`src/hw/rtl/tci_pkg.sv`:
```
package tci_pkg;

  // Table capacity per unit (default)
  localparam int unsigned MaxPointsDef = 16;

  localparam int unsigned DataW   = 16;
  localparam int unsigned CntRegW = 5;

  localparam logic [DataW-1:0]   DefCarrierRst = 16'd19661;  // 1.2 V in Q2.14
  localparam logic [DataW-1:0]   DefPeakRst    = 16'd32768;  // 2.0 V in Q2.14
  localparam logic [CntRegW-1:0] PointsRst     = '0;

  localparam logic ActWrite = 1'b0;
  localparam logic ActQuery = 1'b1;

  localparam logic StatusOk    = 1'b0;
  localparam logic StatusNoSeg = 1'b1;

  typedef enum logic [1:0] {
    CfgPointsOne  = 2'd0,
    CfgPointsTwo  = 2'd1,
    CfgDefCarrier = 2'd2,
    CfgDefPeak    = 2'd3
  } cfg_reg_e;

  typedef struct packed {
    logic              action;
    logic              unit;
    logic [3:0]        point_index;
    logic signed [15:0] temperature;
    logic [15:0]       carrier_in;
    logic [15:0]       peak_in;
  } tci_in_t;

  typedef struct packed {
    logic [15:0] carrier_out;
    logic [15:0] peak_out;
    logic        status;
  } tci_out_t;

  typedef struct packed {
    logic signed [15:0] temp;
    logic [15:0]        carrier;
    logic [15:0]        peak;
  } tci_entry_t;

  typedef struct packed {
    logic             done;
    logic [DataW-1:0] quotient;
  } tci_div_rsp_t;

endpackage

```
`src/hw/rtl/tci_div.sv`:
```
// Restoring divider, one quotient bit per cycle. Caller guarantees
// dividend < divisor * 2^DataW, so the quotient fits DataW bits.
module tci_div import tci_pkg::*; (
  input  logic               clk_i,
  input  logic               rst_ni,
  input  logic               start_i,
  input  logic [2*DataW-1:0] dividend_i,
  input  logic [DataW-1:0]   divisor_i,
  output tci_div_rsp_t       rsp_o
);

  localparam int unsigned StepW = $clog2(DataW);

  logic             busy_q;
  logic             done_q;
  logic [StepW-1:0] cnt_q;
  logic [DataW-1:0] rem_q;
  logic [DataW-1:0] lo_q;
  logic [DataW-1:0] den_q;

  logic [DataW:0]   shifted;
  logic [DataW:0]   diff;
  logic             ge;
  logic [DataW-1:0] rem_d;

  always_comb begin
    shifted = {rem_q, lo_q[DataW-1]};
    diff    = shifted - {1'b0, den_q};
    ge      = (shifted >= {1'b0, den_q});
    rem_d   = ge ? diff[DataW-1:0] : shifted[DataW-1:0];
  end

  always_ff @(posedge clk_i or negedge rst_ni) begin
    if (!rst_ni) begin
      busy_q <= 1'b0;
      done_q <= 1'b0;
      cnt_q  <= '0;
      rem_q  <= '0;
      lo_q   <= '0;
      den_q  <= '0;
    end else if (start_i) begin
      busy_q <= 1'b1;
      done_q <= 1'b0;
      cnt_q  <= '0;
      rem_q  <= dividend_i[2*DataW-1:DataW];
      lo_q   <= dividend_i[DataW-1:0];
      den_q  <= divisor_i;
    end else if (busy_q) begin
      rem_q <= rem_d;
      lo_q  <= {lo_q[DataW-2:0], ge};
      cnt_q <= cnt_q + StepW'(1);
      if (cnt_q == StepW'(DataW - 1)) begin
        busy_q <= 1'b0;
        done_q <= 1'b1;
      end else begin
        done_q <= 1'b0;
      end
    end else begin
      done_q <= 1'b0;
    end
  end

  assign rsp_o.done     = done_q;
  assign rsp_o.quotient = lo_q;

endmodule

```
`src/hw/rtl/temp_compensation_interpolator.sv`:
```
// Temperature compensation interpolator for two amplifier units.
// Input channel (in_valid_i/in_ready_o/in_i) takes one item at a time: a
// write item stores one point (temperature, carrier, peak) into the unit's
// table, a query item returns the carrier and peak voltage for a temperature,
// clamped to the table ends and linearly interpolated in between.
// Output channel (out_valid_o/out_ready_i/out_o) gives exactly one item per
// input item; writes answer zeros with status ok.
// Write items and queries on an empty table (which answer the default
// voltages) go straight to the result. A query reads the first point, then
// the last point, then scans upward one point per cycle to the bracketing
// segment; each voltage then takes a multiply, a divider start and a wait on
// the 16-bit serial divide.
// One item at a time; in_ready_o is high only while the sequencer is idle.
// The table lives in one synchronous memory (2 * MaxPoints entries with a
// registered read). Reset clears counts, defaults and control state; table
// contents are undefined until written and get no clearing pass.
// The finished result sits in an output register; a new item is accepted
// while it waits. If the receiver stalls, the next result holds in the
// sequencer until the output register frees up. The user makes configuration
// writes (cfg_we_i) only while idle; the block itself does not enforce it.
module temp_compensation_interpolator import tci_pkg::*; #(
  parameter int unsigned MaxPoints = MaxPointsDef
) (
  input  logic        clk_i,
  input  logic        rst_ni,
  input  logic        in_valid_i,
  output logic        in_ready_o,
  input  tci_in_t     in_i,
  output logic        out_valid_o,
  input  logic        out_ready_i,
  output tci_out_t    out_o,
  input  logic        cfg_we_i,
  input  logic [1:0]  cfg_idx_i,
  input  logic [DataW-1:0] cfg_data_i
);

  localparam int unsigned Depth = 2 * MaxPoints;
  localparam int unsigned AddrW = $clog2(Depth);
  localparam int unsigned IdxW  = $clog2(MaxPoints);
  localparam int unsigned CntW  = $clog2(MaxPoints + 1);
  localparam int unsigned CmpW  = (CntW > CntRegW) ? CntW : CntRegW;

  typedef enum logic [2:0] {
    StIdle, StFirst, StLast, StScan, StMul, StDivStart, StDivWait, StDone
  } state_e;

  // ---------------------------------------------------------------------
  // Configuration registers
  // ---------------------------------------------------------------------
  logic [CntRegW-1:0] cnt_one_q, cnt_two_q;
  logic [DataW-1:0]   def_carrier_q, def_peak_q;

  always_ff @(posedge clk_i or negedge rst_ni) begin
    if (!rst_ni) begin
      cnt_one_q     <= PointsRst;
      cnt_two_q     <= PointsRst;
      def_carrier_q <= DefCarrierRst;
      def_peak_q    <= DefPeakRst;
    end else if (cfg_we_i) begin
      unique case (cfg_reg_e'(cfg_idx_i))
        CfgPointsOne:  cnt_one_q     <= cfg_data_i[CntRegW-1:0];
        CfgPointsTwo:  cnt_two_q     <= cfg_data_i[CntRegW-1:0];
        CfgDefCarrier: def_carrier_q <= cfg_data_i;
        CfgDefPeak:    def_peak_q    <= cfg_data_i;
        default: ;
      endcase
    end
  end

  // ---------------------------------------------------------------------
  // Table memory: unit u, point i at u * MaxPoints + i
  // ---------------------------------------------------------------------
  tci_entry_t mem_q [Depth];
  tci_entry_t rd_data_q;
  logic [AddrW-1:0] rd_addr, wr_addr;
  logic             wr_en;
  tci_entry_t       wr_data;

  always_ff @(posedge clk_i) begin
    if (wr_en) begin
      mem_q[wr_addr] <= wr_data;
    end
    rd_data_q <= mem_q[rd_addr];
  end

  // ---------------------------------------------------------------------
  // Sequencer registers
  // ---------------------------------------------------------------------
  state_e           state_q;
  logic             unit_q;
  logic [CntW-1:0]  n_q;
  logic [IdxW-1:0]  j_q;
  logic signed [DataW-1:0] tq_q;
  tci_entry_t       prev_q, cur_q;
  logic             sel_q;     // 0 carrier, 1 peak
  logic [2*DataW-1:0] prod_q;
  logic [DataW-1:0] den_q;
  logic [DataW-1:0] v0_q;
  logic             neg_q;
  tci_out_t         res_q;
  tci_out_t         out_q;
  logic             out_valid_q;

  logic in_acc;
  assign in_acc     = in_valid_i && in_ready_o;
  assign in_ready_o = (state_q == StIdle);

  // Finished result moves into the output register
  logic out_load;
  assign out_load = (state_q == StDone) && (!out_valid_q || out_ready_i);

  // Saturated point count for the incoming item's unit
  logic [CntRegW-1:0] cnt_sel;
  logic [CmpW-1:0]    cnt_ext;
  logic [CntW-1:0]    n_in;
  logic               pidx_ok;

  always_comb begin
    cnt_sel = in_i.unit ? cnt_two_q : cnt_one_q;
    cnt_ext = CmpW'(cnt_sel);
    if (cnt_ext > CmpW'(MaxPoints)) begin
      n_in = CntW'(MaxPoints);
    end else begin
      n_in = cnt_ext[CntW-1:0];
    end
    pidx_ok = (CmpW'(in_i.point_index) < CmpW'(MaxPoints));
  end

  function automatic logic [AddrW-1:0] tbl_addr(logic u, logic [IdxW-1:0] idx);
    logic [AddrW-1:0] base;
    base = u ? AddrW'(MaxPoints) : '0;
    return base + AddrW'(idx);
  endfunction

  logic [CntW-1:0] n_m1;
  logic [IdxW-1:0] last_idx;
  assign n_m1     = n_q - CntW'(1);
  assign last_idx = n_m1[IdxW-1:0];

  // Write port: only from idle, on an accepted write item in range
  always_comb begin
    wr_en   = in_acc && (in_i.action == ActWrite) && pidx_ok;
    wr_addr = tbl_addr(in_i.unit, IdxW'(in_i.point_index));
    wr_data.temp    = in_i.temperature;
    wr_data.carrier = in_i.carrier_in;
    wr_data.peak    = in_i.peak_in;
  end

  // Read address is set in the state before the one that consumes the read data
  always_comb begin
    unique case (state_q)
      StIdle:  rd_addr = tbl_addr(in_i.unit, '0);
      StFirst: rd_addr = tbl_addr(unit_q, last_idx);
      StLast:  rd_addr = tbl_addr(unit_q, IdxW'(1));
      StScan:  rd_addr = tbl_addr(unit_q, j_q + IdxW'(1));
      default: rd_addr = tbl_addr(unit_q, '0);
    endcase
  end

  // Segment test on the freshly read point
  logic in_seg, seg_flat;
  assign in_seg   = ($signed(tq_q) >= $signed(prev_q.temp)) &&
                    ($signed(tq_q) <= $signed(rd_data_q.temp));
  assign seg_flat = (prev_q.temp == rd_data_q.temp);

  // Interpolation operands; inside a segment both differences are >= 0
  logic [DataW:0]   dt_full, den_full;
  logic [DataW-1:0] v0, v1, mag;
  logic             neg;
  always_comb begin
    dt_full  = {tq_q[DataW-1], tq_q} - {prev_q.temp[DataW-1], prev_q.temp};
    den_full = {cur_q.temp[DataW-1], cur_q.temp} - {prev_q.temp[DataW-1], prev_q.temp};
    v0       = sel_q ? prev_q.peak : prev_q.carrier;
    v1       = sel_q ? cur_q.peak  : cur_q.carrier;
    neg      = (v1 < v0);
    mag      = neg ? (v0 - v1) : (v1 - v0);
  end

  // Quotient never exceeds |v1 - v0|, so the sum stays in 0..65535
  tci_div_rsp_t     div_rsp;
  logic [DataW-1:0] lerp;
  assign lerp = neg_q ? (v0_q - div_rsp.quotient) : (v0_q + div_rsp.quotient);

  tci_div u_div (
    .clk_i      (clk_i),
    .rst_ni     (rst_ni),
    .start_i    (state_q == StDivStart),
    .dividend_i (prod_q),
    .divisor_i  (den_q),
    .rsp_o      (div_rsp)
  );

  always_ff @(posedge clk_i or negedge rst_ni) begin
    if (!rst_ni) begin
      state_q     <= StIdle;
      unit_q      <= 1'b0;
      n_q         <= '0;
      j_q         <= '0;
      tq_q        <= '0;
      prev_q      <= '0;
      cur_q       <= '0;
      sel_q       <= 1'b0;
      prod_q      <= '0;
      den_q       <= '0;
      v0_q        <= '0;
      neg_q       <= 1'b0;
      res_q       <= '0;
      out_q       <= '0;
      out_valid_q <= 1'b0;
    end else begin
      if (out_load) begin
        out_valid_q <= 1'b1;
      end else if (out_ready_i) begin
        out_valid_q <= 1'b0;
      end

      unique case (state_q)
        StIdle: begin
          if (in_acc) begin
            unit_q <= in_i.unit;
            n_q    <= n_in;
            tq_q   <= in_i.temperature;
            if (in_i.action == ActWrite) begin
              res_q   <= '0;
              state_q <= StDone;
            end else if (n_in == '0) begin
              res_q   <= '{carrier_out: def_carrier_q, peak_out: def_peak_q,
                           status: StatusOk};
              state_q <= StDone;
            end else begin
              res_q   <= '0;
              state_q <= StFirst;
            end
          end
        end

        StFirst: begin
          prev_q <= rd_data_q;
          if ($signed(tq_q) <= $signed(rd_data_q.temp)) begin
            res_q   <= '{carrier_out: rd_data_q.carrier, peak_out: rd_data_q.peak,
                         status: StatusOk};
            state_q <= StDone;
          end else begin
            state_q <= StLast;
          end
        end

        StLast: begin
          if ($signed(tq_q) >= $signed(rd_data_q.temp)) begin
            res_q   <= '{carrier_out: rd_data_q.carrier, peak_out: rd_data_q.peak,
                         status: StatusOk};
            state_q <= StDone;
          end else begin
            j_q     <= IdxW'(1);
            state_q <= StScan;
          end
        end

        // rd_data_q holds point j_q, prev_q point j_q - 1
        StScan: begin
          if (in_seg) begin
            if (seg_flat) begin
              res_q   <= '{carrier_out: prev_q.carrier, peak_out: prev_q.peak,
                           status: StatusOk};
              state_q <= StDone;
            end else begin
              cur_q   <= rd_data_q;
              sel_q   <= 1'b0;
              state_q <= StMul;
            end
          end else if (j_q == last_idx) begin
            // unsorted table: nothing brackets the temperature
            res_q.status <= StatusNoSeg;
            state_q      <= StDone;
          end else begin
            prev_q <= rd_data_q;
            j_q    <= j_q + IdxW'(1);
          end
        end

        StMul: begin
          prod_q  <= dt_full[DataW-1:0] * mag;
          den_q   <= den_full[DataW-1:0];
          v0_q    <= v0;
          neg_q   <= neg;
          state_q <= StDivStart;
        end

        StDivStart: begin
          state_q <= StDivWait;
        end

        StDivWait: begin
          if (div_rsp.done) begin
            if (!sel_q) begin
              res_q.carrier_out <= lerp;
              sel_q             <= 1'b1;
              state_q           <= StMul;
            end else begin
              res_q.peak_out <= lerp;
              state_q        <= StDone;
            end
          end
        end

        StDone: begin
          if (out_load) begin
            out_q   <= res_q;
            state_q <= StIdle;
          end
        end

        default: state_q <= StIdle;
      endcase
    end
  end

  assign out_valid_o = out_valid_q;
  assign out_o       = out_q;

endmodule

```
`config.mk`:
```
export PLATFORM = sky130hd
export DESIGN_NAME = temp_compensation_interpolator
export DESIGN_NICKNAME = d
export VERILOG_FILES = /design/src/hw/rtl/tci_pkg.sv /design/src/hw/rtl/tci_div.sv /design/src/hw/rtl/temp_compensation_interpolator.sv
export SDC_FILE = /design/constraint.sdc
export NUM_CORES = 2
export LEC_CHECK = 0
export BUFFER_PORTS_ARGS = -buffer_cell sky130_fd_sc_hd__buf_2
export CORE_AREA = 2 2 416 418
export DETAILED_ROUTE_END_ITERATION = 10
export DIE_AREA = 0 0 418 420
export GPL_TIMING_DRIVEN = 0
export PLACE_DENSITY = 0.79
export SETUP_SLACK_MARGIN = 0.2
export SLEW_MARGIN = 20
export SYNTH_ARGS = -nofsm -noshare
export SYNTH_HDL_FRONTEND = slang
export SYNTH_SLANG_ARGS = --single-unit
```
`constraint.sdc`:
```
create_clock -name clk_i -period 9.3 [get_ports clk_i]
set_clock_uncertainty 0.1 [all_clocks]
set_input_delay 0.465 -clock clk_i [delete_from_list [all_inputs] [get_ports clk_i]]
set_output_delay 0.465 -clock clk_i [all_outputs]
set_load 0.02 [all_outputs]
```
==> impl_metrics.csv <==
group,metric,value,unit
yosys,synth_cell_types,89,
yosys,yosysWarnings,0,
global_route,grt_overflow,0,
global_route,grt_max_degree,93,
clock_network,clkTransAtPathRegs,0.07,ns
timing,setup_violations,1,
critical_path,cp_data_arrival_time,9.93,ns
detailed_routing,routed_wl,258000,um
min_path,hold_path.class,"input port to flip-flop",
critical_path,crit_path_start_kind,"flip-flop",
yosys,syn_area_per_cell,15.0,um^2
final_layout,fin_nets,6837,
detailed_routing,wl_per_cell,29.6,um
detailed_routing,drtAntennaViolNets,0,
placed_design,port_buffers,111,
timing,fmax,0.107,GHz
job,cap_violations,0,
floorplan,die_h,420,um
timing,worst_slew_pin_slew,1.28,ns
yosys,synth.cell_area,0.0884,mm^2
clock_network,cts_max_path_buffers,3,
clock_network,cts_tree,"done",
critical_path,cp_max_fo,7,
clock_network,clockRootBuffer,"clkbuf_16",
detailed_routing,via_per_inst,6.40,
critical_path,crit-reg2reg-launch,"sel_q$_DFFE_PN0P_",
critical_path,critPathSlowestCell,"fa_2",
timing,period_minus_slack,9.36,ns
clock_network,clk_latency,0.86,ns
clock_network,cts_made_buffers,179,
critical_path,worstSetupEndpoint,"prod_q[31]$_DFFE_PN0P_",
critical_path,cpMostUsedCell,"fa_1",
floorplan,die_w,418,um
timing,grt_setup_unrepaired,"true",
detailed_routing,drtIter0Drc,7919,
floorplan,core_area,0.171,mm^2
timing,min_period_over_period,101,%
yosys,synth_fp_nets,6377,
yosys,async_flop_share,18.2,%
timing,slew-limit-headroom,13.9,%
clock_network,cts.sinks,1937,
global_route,grt_util_all_layers,29.3,%
floorplan,rows,152,
yosys,ys_seq_area_share,63.2,%
critical_path,reg2regPathDepth,34,
detailed_routing,via_count,55900,
detailed_routing,drc,0,
yosys,synth_edf_count,1536,
timing,timing.final.ws_setup,-0.0635,ns
placed_design,hpwl,168000,um
critical_path,slowest_delay,0.57,ns
timing,hold_viol_final,0,
yosys,ys.flop_type,"edfxtp_1",
critical_path,cp-end-kind,"flip-flop",
final_layout,final_core_utilization,59.5,%
final_layout,synthToLayoutAreaGrowth,15.0,%
clock_network,htreeDepth,4,
yosys,netlist_instances,5883,
critical_path,cp.required,9.86,ns
yosys,synth_seq_cells,1937,
outcome,violations,"negative setup slack",
global_route,grt_pass1_vias,57600,
critical_path,regToRegSetupSlack,-0.06,ns
placed_design,gp_congestion,0.963,
critical_path,path_class,"flip-flop to flip-flop",
critical_path,r2r_end,"prod_q[31]$_DFFE_PN0P_",
floorplan,start_util,51.7,%
critical_path,startpoint,"sel_q$_DFFE_PN0P_",
detailed_routing,drt_first_pass_iters,10,
outcome,status,"finished, violations left",
final_layout,final_layout_size_suffix_gt1_share,21.9,%
floorplan,io_pins,112,
global_route,antenna_found_initial,26,
floorplan,die_area,0.176,mm^2
global_route,grt_pass1_wl,375000,um
timing,slew_viol_final,0,
area by class of cell:
class / count / area, um^2
Fill cell: 11900 / 69300
Sequential cell: 1937 / 55900
Multi-Input combinational cell: 3314 / 31400
Clock buffer: 221 / 4820
Timing Repair Buffer: 279 / 2960
Tap cell: 2233 / 2790
Buffer: 272 / 1360
Inverter: 360 / 1350
Clock inverter: 104 / 1100
Antenna cell: 14 / 35.0
metal layers:
layer | up-vias | global-route usage (%) | part of all wire (%)
li1 | 22700 | - | -
met1 | 28000 | 34.4 | 33
met2 | 4182 | 49.5 | 50
met3 | 991 | 7.06 | 11
met4 | 28 | 16.3 | 6.4
met5 | - | 0 | 0.067
synth_stat cells, drive strengths merged (57+ instances only):
library cell / n / area (um^2)
mux4: 384 / 8650
edfxtp: 1536 / 46100
o21ai: 213 / 1070
inv: 360 / 1350
mux2: 211 / 2380
nand2: 756 / 2840
xnor2: 83 / 727
nand3: 268 / 1340
fa: 200 / 4000
dfrtp: 344 / 8610
nor2: 245 / 920
ha: 217 / 2720
xor2: 57 / 499
buf: 82 / 394
a21oi: 148 / 744
mux2i: 88 / 881
clkbuf: 190 / 714
what timing repair did:
item,CTS,global route
pin swaps,37,46
endpoints found under the setup margin,21,17
cloned,1,1
hold buffers,28,0
hold endpoints to repair,297,0
gates resized for setup,147,128
setup buffers,34,35
worst min-delay path by stage:
stage	end	start	depth (start not counted)	slack, ns
global route	mem_q[25][7]$_DFFE_PP_	in_i[7]	1	0.05
finish	mem_q[25][7]$_DFFE_PP_	in_i[7]	1	0.03
floorplan	cnt_one_q[0]$_DFFE_PN0P_	rst_ni	0	0.07
detailed placement	out_o[11]$_DFFE_PN0P_	rst_ni	1	0.32
global placement	u_div.den_q[5]$_DFFE_PN0P_	den_q[5]$_DFFE_PN0P_	2	0.37
CTS	mem_q[2][23]$_DFFE_PP_	in_i[23]	1	0.0007
worst max-delay path, delay by kind of cell (launching register included):
family	cells	cell delay [ns]
AO/OA/AOI/OAI	12	2.70
buffers and inverters	8	0.85
multiplexers	2	0.78
adder cells (fa/ha/maj)	8	3.58
XOR/XNOR	1	0.13
AND/OR/NAND/NOR	3	0.66
flip-flops	1	0.39
flip-flops by register name (all words and copies together), names as in the netlist, 3 cells and up:
| signal | flops |
|---|---|
| def_carrier_q | 16 |
| n_q | 4 |
| tq_q | 16 |
| def_peak_q | 16 |
| cnt_one_q | 5 |
| u_div.den_q | 16 |
| j_q | 4 |
| u_div.cnt_q | 4 |
| v0_q | 16 |
| u_div.rem_q | 16 |
| prod_q | 32 |
| rd_data_q | 48 |
| den_q | 16 |
| cnt_two_q | 5 |
| res_q | 33 |
| out_o | 33 |
| prev_q | 48 |
| cur_q | 48 |
| state_q | 3 |
| mem_q | 1536 |
| u_div.lo_q | 16 |
stage by stage:
stage               TNS [ns]  area, um^2  hold slack (ns)  worst slack (ns)  instances
floorplan                  0       88500           0.0694             0.230       5883
global placement      -22.80       91800            0.365             -1.99       8227
detailed placement    -19.57       93600            0.325             -1.74       8296
CTS                   -0.397      101000         0.000708            -0.149       8684
global route           -1.91      102000           0.0528            -0.312       8731
finish               -0.0635      102000           0.0297           -0.0635       8734
cells by family (layout without fill, tap and decap cells):
logic type	after synthesis	after routing	synth area share (%)
mux	683	683	13.5
other cells	0	14	0
xor+xnor	140	140	1.39
flops	1937	1937	63.2
compound gates	562	562	3.93
simple gates	1512	1512	7.58
fa+ha+maj	417	417	7.60
buf+inv	632	1236	2.78
cells in the final DEF, fill, tap and decap left out, types with 25 or more instances in the layout:
master,n
a21o_1,36
nor2_1,206
nand2b_1,42
clkinv_2,33
clkbuf_16,184
o21ai_1,25
nor2_4,32
mux4_2,384
nand2_1,753
buf_12,65
dfxtp_1,48
mux2i_1,62
buf_2,160
dlygate4sd3_1,28
edfxtp_1,1536
inv_1,351
xnor2_1,67
nand3_1,265
mux2_2,210
o21ai_0,188
clkbuf_1,184
clkinv_1,31
ha_1,204
fa_1,192
nor3_1,33
dfrtp_1,344
buf_4,64
xor2_1,46
a21oi_1,134
Power is left out: the tool's default activity adds up to more than one toggle a clock period on the data nets, which glitch-free logic cannot reach.
